## config.mk

```make
export PLATFORM = sky130hd
export DESIGN_NAME = spmv_mac
export DESIGN_NICKNAME = d
export VERILOG_FILES = /design/src/design/spmv_pkg.sv /design/src/design/spmv_mac.sv
export SDC_FILE = /design/constraint.sdc
export NUM_CORES = 2
export LEC_CHECK = 0
export BUFFER_PORTS_ARGS = -buffer_cell sky130_fd_sc_hd__clkbuf_2
export CAP_MARGIN = 10
export CORE_MARGIN = 5
export CORE_UTILIZATION = 55
export CTS_BUF_LIST = sky130_fd_sc_hd__clkbuf_8
export CTS_CLUSTER_SIZE = 20
export DETAILED_ROUTE_END_ITERATION = 8
export GPL_ROUTABILITY_DRIVEN = 1
export GPL_TIMING_DRIVEN = 0
export PLACE_DENSITY = 0.75
export SLEW_MARGIN = 20
export SYNTH_ARGS = -nofsm -noshare
export SYNTH_HDL_FRONTEND = slang
export SYNTH_SLANG_ARGS = --single-unit
```

## constraint.sdc

```tcl
create_clock -name clk -period 4.1 [get_ports clk]
set_input_delay 0.205 -clock clk [delete_from_list [all_inputs] [get_ports clk]]
set_output_delay 0.205 -clock clk [all_outputs]
set_load 0.1 [all_outputs]
```

## src/design/spmv_pkg.sv

```systemverilog
// Shared widths, codes and stage beat types for the CSR sparse matrix-vector unit.
package spmv_pkg;

    // Item and result field widths
    localparam int MODE_W  = 2;
    localparam int VAL_W   = 32;
    localparam int IDX_W   = 12;
    localparam int ROW_W   = 16;
    localparam int ACC_W   = 64;

    // Vector memory depth default
    localparam int VECTOR_DEPTH_DEF = 4096;

    // Configuration port
    localparam int APB_DATA_W  = 32;
    localparam int APB_ADDR_W  = 3;
    localparam int REG_SEL_LSB = 2;
    localparam logic REG_ROW_COUNT = 1'b0;
    localparam logic [ROW_W-1:0] ROW_COUNT_RESET = ROW_W'(1);

    // Saturation bounds
    localparam logic [ACC_W-1:0] ACC_MAX = {1'b0, {(ACC_W-1){1'b1}}};
    localparam logic [ACC_W-1:0] ACC_MIN = {1'b1, {(ACC_W-1){1'b0}}};
    localparam logic [VAL_W-1:0] VAL_MAX = {1'b0, {(VAL_W-1){1'b1}}};
    localparam logic [VAL_W-1:0] VAL_MIN = {1'b1, {(VAL_W-1){1'b0}}};

    // Item modes; the fourth code is unused and dropped
    typedef enum logic [MODE_W-1:0] {
        MODE_LOAD    = 2'd0,
        MODE_NONZERO = 2'd1,
        MODE_EMPTY   = 2'd2
    } mode_t;

    // Beat from the vector read stage into the multiply-accumulate unit
    typedef struct packed {
        logic                    valid;
        logic                    empty;
        logic                    row_end;
        logic signed [VAL_W-1:0] value;
        logic signed [VAL_W-1:0] vec;
    } mac_item_t;

    // Closed row sum handed to the rounding stage
    typedef struct packed {
        logic                    valid;
        logic signed [ACC_W-1:0] sum;
    } sum_beat_t;

endpackage

```

## src/design/spmv_mac.sv

```systemverilog
// Product stage and saturating Q32.32 row accumulator.
module spmv_mac import spmv_pkg::*; (
    input  logic      clk,
    input  logic      rst_n,
    input  mac_item_t m_in,
    output logic      m_take,
    input  logic      s_ready,
    output sum_beat_t s_out
);

    logic                    p_valid_reg;
    logic                    p_emit_reg;
    logic signed [ACC_W-1:0] p_prod_reg;
    logic signed [ACC_W-1:0] p_prod_next;
    logic signed [ACC_W-1:0] acc_reg;
    logic signed [ACC_W-1:0] acc_next;
    logic [ACC_W:0]          sum_wide;
    logic [ACC_W-1:0]        sum_sat;
    logic                    p_move;

    // Product stage advances unless a closing beat waits on rounding
    assign p_move = !p_valid_reg || !p_emit_reg || s_ready;
    assign m_take = p_move;

    // Exact Q32.32 product, signed 32 by 32 into 64 bits; an empty row adds nothing
    always_comb
    begin
        if (m_in.empty)
        begin
            p_prod_next = '0;
        end
        else
        begin
            p_prod_next = m_in.value * m_in.vec;
        end
    end

    // Saturating add of the product into the accumulator
    always_comb
    begin
        sum_wide = {acc_reg[ACC_W-1], acc_reg} + {p_prod_reg[ACC_W-1], p_prod_reg};
        if (sum_wide[ACC_W] != sum_wide[ACC_W-1])
        begin
            sum_sat = sum_wide[ACC_W] ? ACC_MIN : ACC_MAX;
        end
        else
        begin
            sum_sat = sum_wide[ACC_W-1:0];
        end
    end

    always_comb
    begin
        acc_next = acc_reg;
        if (p_valid_reg && p_move)
        begin
            acc_next = p_emit_reg ? '0 : sum_sat;
        end
    end

    assign s_out.valid = p_valid_reg && p_emit_reg;
    assign s_out.sum   = sum_sat;

    // Control and accumulator
    always_ff @(posedge clk or negedge rst_n)
    begin
        if (!rst_n)
        begin
            p_valid_reg <= 1'b0;
            p_emit_reg  <= 1'b0;
            acc_reg     <= '0;
        end
        else
        begin
            acc_reg <= acc_next;
            if (p_move)
            begin
                p_valid_reg <= m_in.valid;
                p_emit_reg  <= m_in.empty || m_in.row_end;
            end
        end
    end

    // Product payload
    always_ff @(posedge clk)
    begin
        if (p_move)
        begin
            p_prod_reg <= p_prod_next;
        end
    end

    // A closed row leaves the accumulator cleared
    a_acc_clear: assert property (@(posedge clk) disable iff (!rst_n)
        (p_valid_reg && p_emit_reg && s_ready) |=> (acc_reg == '0))
        else $error("accumulator not cleared after row close");

endmodule

```

==> flow_summary.toml <==
[timing]
hold_violations = 0
holdWs_ns = 0.2379
worst_pin_slew_ns = 1.032
finalCritPeriodShare_pct = 181.4
rsz0062_at_grt = "true"
max_freq_mhz = 134.5
fin_skew_ns = 0.01805
finalCriticalPeriod_ns = 7.436
drv_slew = 0
max_slew_margin_pct = 31.17
setup_ws_ns = -3.336
setup_viol = 183

[outcome]
status = "finished with violations"
violations = "setup timing"

[synth]
synth_warnings = 0
synth_area_um2 = 45210
synth_edf_count = 64
synth-main-ff-cell = "dfrtp_1"
async_reset_ff_share_pct = 50.77
ys_ff_latch = 130
synth_nets = 6292
synth_cell_type_count = 88
synth.avg_cell_area_um2 = 9.243
yosysSeqAreaShare_pct = 7.905
synthCells = 4891

[route]
routed_wl_um = 168600
vias = 38540
wl_per_cell_um = 26.40
route.antenna.remaining_nets = 0
dr.pass1.iters = 9
vias_per_cell = 6.037
drc_errors = 0
drt_iter0_markers = 4005

[floorplan]
ioPinCount = 136
die_x_um = 296.7
die_h_um = 296.7
core_area_um2 = 81850
dieArea_um2 = 88030
start_util_pct = 55.23
rows = 105

[global_routing]
grt_pass1_wl_um = 241600
track_usage_pct = 37.26
grt_start_max_net_pins = 38
antenna_found_initial = 16
grt.overflow.total = 0
grt_pass1_vias = 40130

[worst_setup_path]
cp-startpoint = "m_in[58]"
r2r_start = "acc_reg[0]$_DFFE_PN0P_"
worstSetupPathType = "input pin to flip-flop"
worst_r2r_endpoint = "acc_reg[41]$_DFFE_PN0P_"
cp-start-kind = "input pin"
cp.arrival_ns = 7.67
end_kind = "flip-flop"
worst_r2r_path_depth = 26
critPathMostFrequentCell = "fa_1"
worstPathRequired_ns = 4.34
slowest_delay_ns = 0.60
cp_slowest_cell = "fa_1"
r2r_slack_ns = -0.56
endpoint = "p_prod_reg[59]$_SDFFCE_PP0N_"
critPathMaxFanout = 10

[final_layout]
instances_no_fill = 6384
syn_to_final_growth_pct = 24.27
final_common_cell = "fa_1"
fin_util_pct = 68.64
layout-drive-gt1-share_pct = 21.16
fillCellCount = 5976
fin_area_um2 = 56180
regArea_um2 = 3573
nNetsFinal = 6691
final_cell_mix = "fa_1, inv_1, nand2_1"
multi_input_area_um2 = 39100

[run]
maxCapViolations = 0

[placed_design]
dpl.hpwl_um = 129600
port_buffers = 134
dp_cells = 6097
placed_area_um2 = 48540
gp_congestion = 1.068

[clock_network]
clock-root-buffer = "clkbuf_8"
cts_tree = "built"
cts.path.max_buffers = 2
clk_pin_slew_ns = 0.09
clk_latency_ns = 0.50
htreeDepth = 4
cts_sinks = 130
cts_buffers = 17

[worst_hold_path]
hold_class = "input pin to asynchronous set/reset pin"
==> per-stage QoR <==
stage	setup TNS [ns]	setup WS, ns
after floorplan	-122.37	-3.230
after global placement	-280.30	-4.957
after detailed placement	-285.41	-4.796
after CTS	-254.54	-3.176
after global routing	-216.18	-3.552
final	-196.35	-3.336
==> synthesized netlist by cell type, types with 3 or more instances <==
| master | instances | share of area, % |
|---|---|---|
| buf_2 | 19 | 0.21 |
| fa_1 | 1083 | 48 |
| a211o_1 | 3 | 0.058 |
| and2_1 | 505 | 7.0 |
| dfrtp_1 | 66 | 3.7 |
| a31oi_1 | 15 | 0.21 |
| and4_1 | 5 | 0.097 |
| a2111oi_0 | 5 | 0.097 |
| o211ai_1 | 8 | 0.13 |
| a22o_1 | 5 | 0.097 |
| nor2b_1 | 15 | 0.21 |
| a21oi_1 | 123 | 1.4 |
| nor2_2 | 3 | 0.042 |
| o21bai_1 | 17 | 0.28 |
| nand2_1 | 642 | 5.3 |
| nor2_1 | 197 | 1.6 |
| a21boi_0 | 4 | 0.066 |
| buf_4 | 3 | 0.050 |
| nor3_1 | 17 | 0.19 |
| a221oi_1 | 7 | 0.14 |
| or2_2 | 5 | 0.069 |
| edfxtp_1 | 64 | 4.3 |
| nand4_1 | 23 | 0.32 |
| nand3_1 | 32 | 0.35 |
| or3_1 | 4 | 0.055 |
| xor2_1 | 49 | 0.95 |
| o21ai_0 | 57 | 0.63 |
| a21o_1 | 86 | 1.4 |
| maj3_1 | 36 | 0.80 |
| a221o_1 | 14 | 0.31 |
| buf_6 | 4 | 0.10 |
| o22ai_1 | 3 | 0.042 |
| inv_1 | 1037 | 8.6 |
| a211oi_1 | 9 | 0.15 |
| clkbuf_1 | 231 | 1.9 |
| and3_1 | 13 | 0.18 |
| o31ai_1 | 8 | 0.13 |
| o21ai_1 | 52 | 0.58 |
| o21a_1 | 15 | 0.25 |
| xnor2_1 | 77 | 1.5 |
| ha_1 | 248 | 6.9 |
| nand2b_1 | 18 | 0.25 |
| o31a_1 | 7 | 0.14 |
==> final cells by class <==
type / instances / area share (%)
Buffer: 250 / 6.305
Antenna cell: 11 / 0.04900
Clock buffer: 17 / 0.4165
Multi-Input combinational cell: 3465 / 69.60
Sequential cell: 130 / 6.361
Timing Repair Buffer: 388 / 7.635
Clock inverter: 15 / 0.2584
Tap cell: 1070 / 2.383
Inverter: 1038 / 6.989
==> worst min-delay path by stage <==
stage	from	to	slack, ns	cells past startpoint
detailed placement	rst_n	acc_reg[19]$_DFFE_PN0P_	0.22	1
CTS	rst_n	acc_reg[19]$_DFFE_PN0P_	0.24	2
global route	rst_n	acc_reg[19]$_DFFE_PN0P_	0.25	2
finish	rst_n	acc_reg[19]$_DFFE_PN0P_	0.24	2
global placement	m_in[66]	p_valid_reg$_DFFE_PN0N_	0.39	2
floorplan	rst_n	acc_reg[0]$_DFFE_PN0P_	-0.09	0
==> what timing repair did <==
action,CTS,global route
hold endpoints to repair,32,0
endpoints found under the setup margin,185,185
gates cloned,0,7
hold buffers,3,0
buffers inserted,138,110
pin swaps,112,156
gates resized for setup,635,771
==> per-layer routing <==
layer  up-vias  wire length (µm)  share of wire (%)  global-route usage, %
met5         -                61              0.036                      0
met4         8             16360                9.7                  23.82
met3       948             19580                 12                  8.437
met2      2764             74470                 44                  58.31
met1     19370             58090                 34                  47.23
li1      15450                 -                  -                      -
==> critical path, delay by kind of cell <==
kind / cells / cell delay, ns
adder cells (fa/ha/maj): 9 / 4.53
AND/OR/NAND/NOR: 6 / 1.05
XOR/XNOR: 1 / 0.14
buffers and inverters: 5 / 0.68
AO/OA/AOI/OAI: 4 / 1.04
==> cells by family (layout without fill, tap and decap cells) <==
kind of cell	after synthesis	count (layout)	share of synthesized area (%)
multiplexers	2	2	0.04705
AO/OA/AOI/OAI	473	473	7.036
buffers and inverters	1297	1708	10.91
adder cells (fa/ha/maj)	1368	1368	55.65
flip-flops	130	130	7.905
AND/OR/NAND/NOR	1495	1496	16.01
XOR/XNOR	126	126	2.441
other	0	11	0
Power is left out: the tool's default activity adds up to more than one toggle a clock period on the data nets, which glitch-free logic cannot reach.
