**src/design/spmv_pkg.sv**
```systemverilog
// Shared widths, codes and stage beat types for the CSR sparse matrix-vector unit.
package spmv_pkg;

    // Item and result field widths
    localparam int MODE_W  = 2;
    localparam int VAL_W   = 32;
    localparam int IDX_W   = 12;
    localparam int ROW_W   = 16;
    localparam int ACC_W   = 64;

    // Vector memory depth default
    localparam int VECTOR_DEPTH_DEF = 4096;

    // Configuration port
    localparam int APB_DATA_W  = 32;
    localparam int APB_ADDR_W  = 3;
    localparam int REG_SEL_LSB = 2;
    localparam logic REG_ROW_COUNT = 1'b0;
    localparam logic [ROW_W-1:0] ROW_COUNT_RESET = ROW_W'(1);

    // Saturation bounds
    localparam logic [ACC_W-1:0] ACC_MAX = {1'b0, {(ACC_W-1){1'b1}}};
    localparam logic [ACC_W-1:0] ACC_MIN = {1'b1, {(ACC_W-1){1'b0}}};
    localparam logic [VAL_W-1:0] VAL_MAX = {1'b0, {(VAL_W-1){1'b1}}};
    localparam logic [VAL_W-1:0] VAL_MIN = {1'b1, {(VAL_W-1){1'b0}}};

    // Item modes; the fourth code is unused and dropped
    typedef enum logic [MODE_W-1:0] {
        MODE_LOAD    = 2'd0,
        MODE_NONZERO = 2'd1,
        MODE_EMPTY   = 2'd2
    } mode_t;

    // Beat from the vector read stage into the multiply-accumulate unit
    typedef struct packed {
        logic                    valid;
        logic                    empty;
        logic                    row_end;
        logic signed [VAL_W-1:0] value;
        logic signed [VAL_W-1:0] vec;
    } mac_item_t;

    // Closed row sum handed to the rounding stage
    typedef struct packed {
        logic                    valid;
        logic signed [ACC_W-1:0] sum;
    } sum_beat_t;

endpackage

```
**src/design/spmv_if.sv**
```systemverilog


interface spmv_out_if import spmv_pkg::*; ();
    logic                    valid;
    logic                    ready;
    logic [ROW_W-1:0]        row_index;
    logic signed [VAL_W-1:0] row_value;
    logic                    last_row;
    logic                    saturated;

    modport source (output valid, row_index, row_value, last_row, saturated, input ready);
    modport sink   (input valid, row_index, row_value, last_row, saturated, output ready);
endinterface

```
**src/design/spmv_round.sv**
```systemverilog
// Round-to-Q16.16 stage, row counter and output register.
module spmv_round import spmv_pkg::*; (
    input  logic             clk,
    input  logic             rst_n,
    input  logic [ROW_W-1:0] row_count,
    input  sum_beat_t        s_in,
    output logic             s_ready,
    spmv_out_if.source       result
);

    logic                    s_valid_reg;
    logic signed [ACC_W-1:0] s_sum_reg;
    logic                    o_valid_reg;
    logic [ROW_W-1:0]        o_index_reg;
    logic [VAL_W-1:0]        o_value_reg;
    logic                    o_last_reg;
    logic                    o_sat_reg;
    logic [ROW_W-1:0]        row_ctr_reg;
    logic [ROW_W-1:0]        row_ctr_next;
    logic [ROW_W-1:0]        last_idx;
    logic                    is_last;
    logic [ACC_W-16:0]       rnd;
    logic                    rnd_sat;
    logic [VAL_W-1:0]        rnd_val;
    logic                    o_free;
    logic                    o_load;

    assign o_free  = !o_valid_reg || result.ready;
    assign s_ready = !s_valid_reg || o_free;
    assign o_load  = s_valid_reg && o_free;

    // Round half up at bit 15, then clip to 32 bits
    always_comb
    begin
        rnd = {s_sum_reg[ACC_W-1], s_sum_reg[ACC_W-1:16]}
            + {{(ACC_W-16){1'b0}}, s_sum_reg[15]};
        rnd_sat = !((&rnd[ACC_W-16:VAL_W-1]) || !(|rnd[ACC_W-16:VAL_W-1]));
        if (rnd_sat)
        begin
            rnd_val = rnd[ACC_W-16] ? VAL_MIN : VAL_MAX;
        end
        else
        begin
            rnd_val = rnd[VAL_W-1:0];
        end
    end

    // Row index step with wrap; a zero count means the full 16-bit range
    always_comb
    begin
        last_idx     = row_count - ROW_W'(1);
        is_last      = (row_ctr_reg == last_idx);
        row_ctr_next = is_last ? '0 : row_ctr_reg + ROW_W'(1);
        if ((row_count != '0) && (row_ctr_next >= row_count))
        begin
            row_ctr_next = '0;
        end
    end

    // Control
    always_ff @(posedge clk or negedge rst_n)
    begin
        if (!rst_n)
        begin
            s_valid_reg <= 1'b0;
            o_valid_reg <= 1'b0;
            row_ctr_reg <= '0;
        end
        else
        begin
            if (s_ready)
            begin
                s_valid_reg <= s_in.valid;
            end
            if (o_load)
            begin
                o_valid_reg <= 1'b1;
                row_ctr_reg <= row_ctr_next;
            end
            else if (result.ready)
            begin
                o_valid_reg <= 1'b0;
            end
        end
    end

    // Payload
    always_ff @(posedge clk)
    begin
        if (s_ready)
        begin
            s_sum_reg <= s_in.sum;
        end
        if (o_load)
        begin
            o_index_reg <= row_ctr_reg;
            o_value_reg <= rnd_val;
            o_last_reg  <= is_last;
            o_sat_reg   <= rnd_sat;
        end
    end

    assign result.valid     = o_valid_reg;
    assign result.row_index = o_index_reg;
    assign result.row_value = o_value_reg;
    assign result.last_row  = o_last_reg;
    assign result.saturated = o_sat_reg;

    // Row counter stays below a nonzero row count after each step
    a_ctr_range: assert property (@(posedge clk) disable iff (!rst_n)
        o_load |=> (($past(row_count) == '0) || (row_ctr_reg < $past(row_count))))
        else $error("row counter beyond row count");

    // A clipped row carries one of the two bounds
    a_sat_bound: assert property (@(posedge clk) disable iff (!rst_n)
        (o_valid_reg && o_sat_reg) |-> ((o_value_reg == VAL_MAX) || (o_value_reg == VAL_MIN)))
        else $error("saturated result not at a bound");

endmodule

```
**src/flat_wrapper.sv**
```systemverilog
// flat-port wrapper written by rule: the top's interface ports become plain ports
module spmv_round_flat import spmv_pkg::*;
  (clk, rst_n, row_count, s_in, s_ready, result_valid, result_row_index, result_row_value, result_last_row, result_saturated, result_ready);
  spmv_out_if result_i ();
  input  logic clk;
  input  logic rst_n;
  input  logic [ROW_W-1:0] row_count;
  input  sum_beat_t s_in;
  output logic s_ready;
  output wire logic [$bits(result_i.valid)-1:0] result_valid;
  output wire logic [$bits(result_i.row_index)-1:0] result_row_index;
  output wire logic [$bits(result_i.row_value)-1:0] result_row_value;
  output wire logic [$bits(result_i.last_row)-1:0] result_last_row;
  output wire logic [$bits(result_i.saturated)-1:0] result_saturated;
  input wire logic [$bits(result_i.ready)-1:0] result_ready;
  assign result_valid = result_i.valid;
  assign result_row_index = result_i.row_index;
  assign result_row_value = result_i.row_value;
  assign result_last_row = result_i.last_row;
  assign result_saturated = result_i.saturated;
  assign result_i.ready = result_ready;
  spmv_round u_core (.clk(clk), .rst_n(rst_n), .row_count(row_count), .s_in(s_in), .s_ready(s_ready), .result(result_i));
endmodule
```
**config.mk**
```make
export PLATFORM = sky130hd
export DESIGN_NAME = spmv_round_flat
export DESIGN_NICKNAME = d
export VERILOG_FILES = /design/src/design/spmv_pkg.sv /design/src/design/spmv_if.sv /design/src/design/spmv_round.sv /design/src/flat_wrapper.sv
export SDC_FILE = /design/constraint.sdc
export NUM_CORES = 1
export LEC_CHECK = 0
export ABC_CLOCK_PERIOD_IN_PS = 4400
export BUFFER_PORTS_ARGS = -buffer_cell sky130_fd_sc_hd__buf_2
export CELL_PAD_IN_SITES_DETAIL_PLACEMENT = 0
export CELL_PAD_IN_SITES_GLOBAL_PLACEMENT = 2
export CORE_MARGIN = 2
export CORE_UTILIZATION = 36
export CTS_CLUSTER_SIZE = 10
export DETAILED_ROUTE_END_ITERATION = 10
export PLACE_DENSITY_LB_ADDON = 0.1
export RECOVER_POWER = 50
export SETUP_SLACK_MARGIN = 0.1
export SKIP_CTS_REPAIR_TIMING = 1
export SYNTH_ARGS = -nofsm -noshare
export SYNTH_HDL_FRONTEND = slang
export SYNTH_SLANG_ARGS = --single-unit
```
**constraint.sdc**
```tcl
create_clock -name clk -period 4.4 [get_ports clk]
set_input_delay 0.22 -clock clk [delete_from_list [all_inputs] [get_ports clk]]
set_output_delay 0.22 -clock clk [all_outputs]
set_load 0.02 [all_outputs]
```
==> results <==
- The HPWL reported at the end of detailed placement is 12130 um.
- OpenSTA, run right after detailed placement, puts the worst setup slack at 0.1585 ns.
- The number of vias in the routed layout is 5290.
- The share of post-route cells with drive strength above 1 is 16.54%.
- The worst setup path is captured at a flop.
- The first global-routing pass estimated 26220 um of wire.
- Across all hold checks on the routed design, the worst slack comes to 0.04157 ns.
- In this run the core area contains 49 standard-cell rows.
- Of all nets on the critical path, the largest fanout is 10.
- The run finished, with violations left.
- The detail route stage leaves a number of antenna-violating nets equal to 0.
- For this design the ratio of total power to cell area is 434.3 nW/um^2.
- The number of top-level pins is 136.
- The first detailed-routing pass ran for 4 iterations.
- The endpoint arrival time on the critical path is 4.31 ns.
- The post-layout instance area is 8600 um^2.
- The data required time of the critical path is 4.75 ns.
- The setup TNS after final layout is 0 ns.
- After detailed routing, the number of remaining DRC violations is 0.
- The post-synthesis register bit count is 117.
- Global routing used 16.93% of the available tracks across all layers.
- The sum of routed wire length over all layers is 16660 um.
- Among all flip-flop cells after synthesis, the most frequent one is edfxtp_1.
- In this run, the number of DRC markers left after iteration 0 of detailed routing was 317.
- The highest ir drop seen on vdd is 0.1994 mV.
- Once layout is complete, the utilization of the core stands at 47.39%.
- The average routed wire per standard cell is 16.30 um.
- The largest single stage delay on the critical path is 0.48 ns.
- The number of flip-flops in the largest register is 49.
- The signal on the critical path passes through xnor2_1, xnor2_1, or3_1, a21oi_1, nand4_1, nor3_2, buf_4, buf_4, nor2_1, ha_1, or3_1, a31oi_1, a31oi_1, o21a_2, buf_4, a211oi_1, a21o_1.
- The die is 140.6 um wide.
- The startpoint of the most critical hold path is s_in[28].
- In this run the worst setup path begins at u_core.row_ctr_reg[3]$_DFFE_PN0P_.
- The area added between synthesis and finish is 28.11%.
- The most common cell after layout, fill and taps aside is edfxtp_1.
- CTS placed an instance of clkbuf_16 at the clock tree root.
- The final reports fail on capacitance limit, slew limit.
- The largest net degree at the start of global routing is 51.
- The cell count after synthesis is 605.
- The die covers 19750 um^2.
- The most numerous cell type found on the critical path is buf_4.
- The number of standard cells in the final layout excluding fillers is 1022.
- The final global-route overflow total is 0.
- The number of warnings reported in the yosys synthesis log is 0.
- The worst setup path is launched from a flop.
- Yosys mapped a number of flops with a built-in enable equal to 99.
- The total core area is 18150 um^2.
- The transition at the pin with the smallest max-transition slack is 2.697 ns.
- In the final layout, flip-flops and latches occupy 3423 um^2.
- The post-layout net count is 884.
- The clock sink count is 117.
- The number of setup violations in the final report is 0.
- Summed over all cells, the static leakage comes to 3.147 nW.
- After clock tree synthesis, the clock-pin slew on the worst setup and hold paths is 0.05 ns.
- The congestion estimate from routability-driven global placement came to 0.8351.
- In this run the critical register-to-register path is launched from u_core.row_ctr_reg[3]$_DFFE_PN0P_.
- Counting distinct cell types in the post-synthesis netlist gives 57.
- The count of final hold-check violations came to 0.
- The tool flagged a number of max-cap violations equal to 1.
- Synthesis produced a netlist with a net count of 709.
- The mapped netlist covers 6713 um^2.
- In the final layout, the multi-input gates occupy 3042 um^2.
- The worst clock skew is 0.007624 ns.
- The number of H-tree levels is 4.
- Summing all placed instances gives a cell area of 7585 um^2.
- The async set or reset register ratio after synthesis is 15.38%.
- In this run the tightest slew margin relative to its limit is -79.79%.
- Averaged over all synthesized cells, the footprint is 11.10 um^2.
- Counting the buffers created by CTS gives 17.
- Based on the critical path, the design can be clocked at up to 0.2526 GHz.
- The fraction of the cycle the final worst path needs is 89.96%.
- For this run, the register share of the synthesized area comes to 51.00%.
- The later pin in the worst-skew pair is clocked with a latency of 0.41 ns.
- The library cells used most frequently in the layout, excluding fill and tap cells, are edfxtp_1, buf_2, clkbuf_1.
- The max-slew violation total from the final report came to 51.
- The slowest stage of the critical path is the dfrtp_1 cell.
- The number of I/O port buffers is 120.
- The floorplan step set the die height to 140.6 um.
- The initial antenna violation count came to 1.
- The initial standard-cell utilization of the core is 36.99%.
- The minimum period implied by the final worst setup slack is 3.958 ns.
- The number of global-route vias before repair is 5033.
- The overall power consumption is 3.734 mW.
- The maximum buffer depth of the clock tree is 2.
- The worst min-delay path class is input port to flop.
- TritonCTS built the clock tree.
- Setup repair after global routing left no endpoint under its margin.
- Setup slack closes at 0.4416 ns.
- The critical path start-end classification is flop to flop.
- The number of instances in the placed design is 941.
- After detailed routing, the number of vias per cell comes to 5.176.
- The number of filler cells placed in the layout is 1736.
-- worst paths after layout --
check                                                      to  slack, ns  cells past startpoint
max in group asynchronous   u_core.row_ctr_reg[7]$_DFFE_PN0P_       3.26                      2
min in group asynchronous   u_core.row_ctr_reg[1]$_DFFE_PN0P_       0.51                      2
setup / recovery           u_core.row_ctr_reg[13]$_DFFE_PN0P_       0.44                     17
hold / removal                 u_core.s_sum_reg[28]$_DFFE_PP_       0.04                      1
hold reg to reg               u_core.result.valid$_DFFE_PN0P_       0.51                      1
setup reg to reg           u_core.row_ctr_reg[13]$_DFFE_PN0P_       0.44                     17
-- Yosys cell counts (5+ instances only) --
library cell / count / area (um^2)
edfxtp_1: 99 / 2973
nand2_1: 44 / 165.2
nand3_1: 38 / 190.2
xor2_1: 37 / 324.1
mux2i_1: 32 / 320.3
nand4_1: 29 / 181.4
xnor2_1: 29 / 254.0
nor2_1: 27 / 101.4
inv_1: 23 / 86.33
ha_1: 20 / 250.2
clkbuf_1: 19 / 71.32
dfrtp_1: 18 / 450.4
nor3_1: 15 / 75.07
a21oi_1: 13 / 65.06
and3_1: 13 / 81.33
or3_1: 13 / 81.33
a21o_1: 12 / 90.09
nor4_1: 9 / 56.30
a211oi_1: 8 / 60.06
nand2b_1: 8 / 50.05
o21ai_0: 8 / 40.04
buf_2: 7 / 35.03
or2_2: 7 / 43.79
a31oi_1: 6 / 37.54
or4_1: 6 / 45.04
and4_1: 5 / 43.79
o31ai_1: 5 / 37.54
-- final cells by class --
cell class,instances,area share [%]
diodes,1,0.02910
clock buffers,22,5.762
clock inverters,9,1.164
inverters,23,1.004
multi-input cells,434,35.37
flip-flops and latches,117,39.81
well taps,229,3.332
repair buffers,187,13.53
-- cell families after synthesis --
family | count (synthesis) | synth area share [%]
and+or+nand+nor | 239 | 19.91
DFF | 117 | 51.00
AOI/OAI and AO/OA | 75 | 7.941
xor gates and xnor gates | 66 | 8.611
buffers and inverters | 54 | 3.709
muxes | 34 | 5.107
adders and majority gates | 20 | 3.728
-- where the power goes --
group | internal (mW) | switching, mW | leakage [nW] | total [mW]
sequential | 1.38 | 0.195 | 1.18 | 1.58
combinational | 0.356 | 0.429 | 1.67 | 0.785
clock | 0.903 | 0.468 | 0.293 | 1.37
-- worst max-delay path, delay by kind of cell, from the launching register on --
kind,cells,cell delay (ns)
buffers and inverters,3,0.54
AO/OA/AOI/OAI,6,1.24
adder cells (fa/ha/maj),1,0.16
flip-flops,1,0.48
AND/OR/NAND/NOR,5,1.06
XOR/XNOR,2,0.40
-- per-layer routing --
metal / share of wire, % / GRT usage [%] / up-vias
met2: 52 / 30.06 / 121
met5: 0 / 0 / -
met4: 0.80 / 5.053 / 0
met1: 44 / 20.30 / 2545
li1: - / - / 2616
met3: 3.5 / 4.274 / 8
Power figures use the tool's default switching activity.
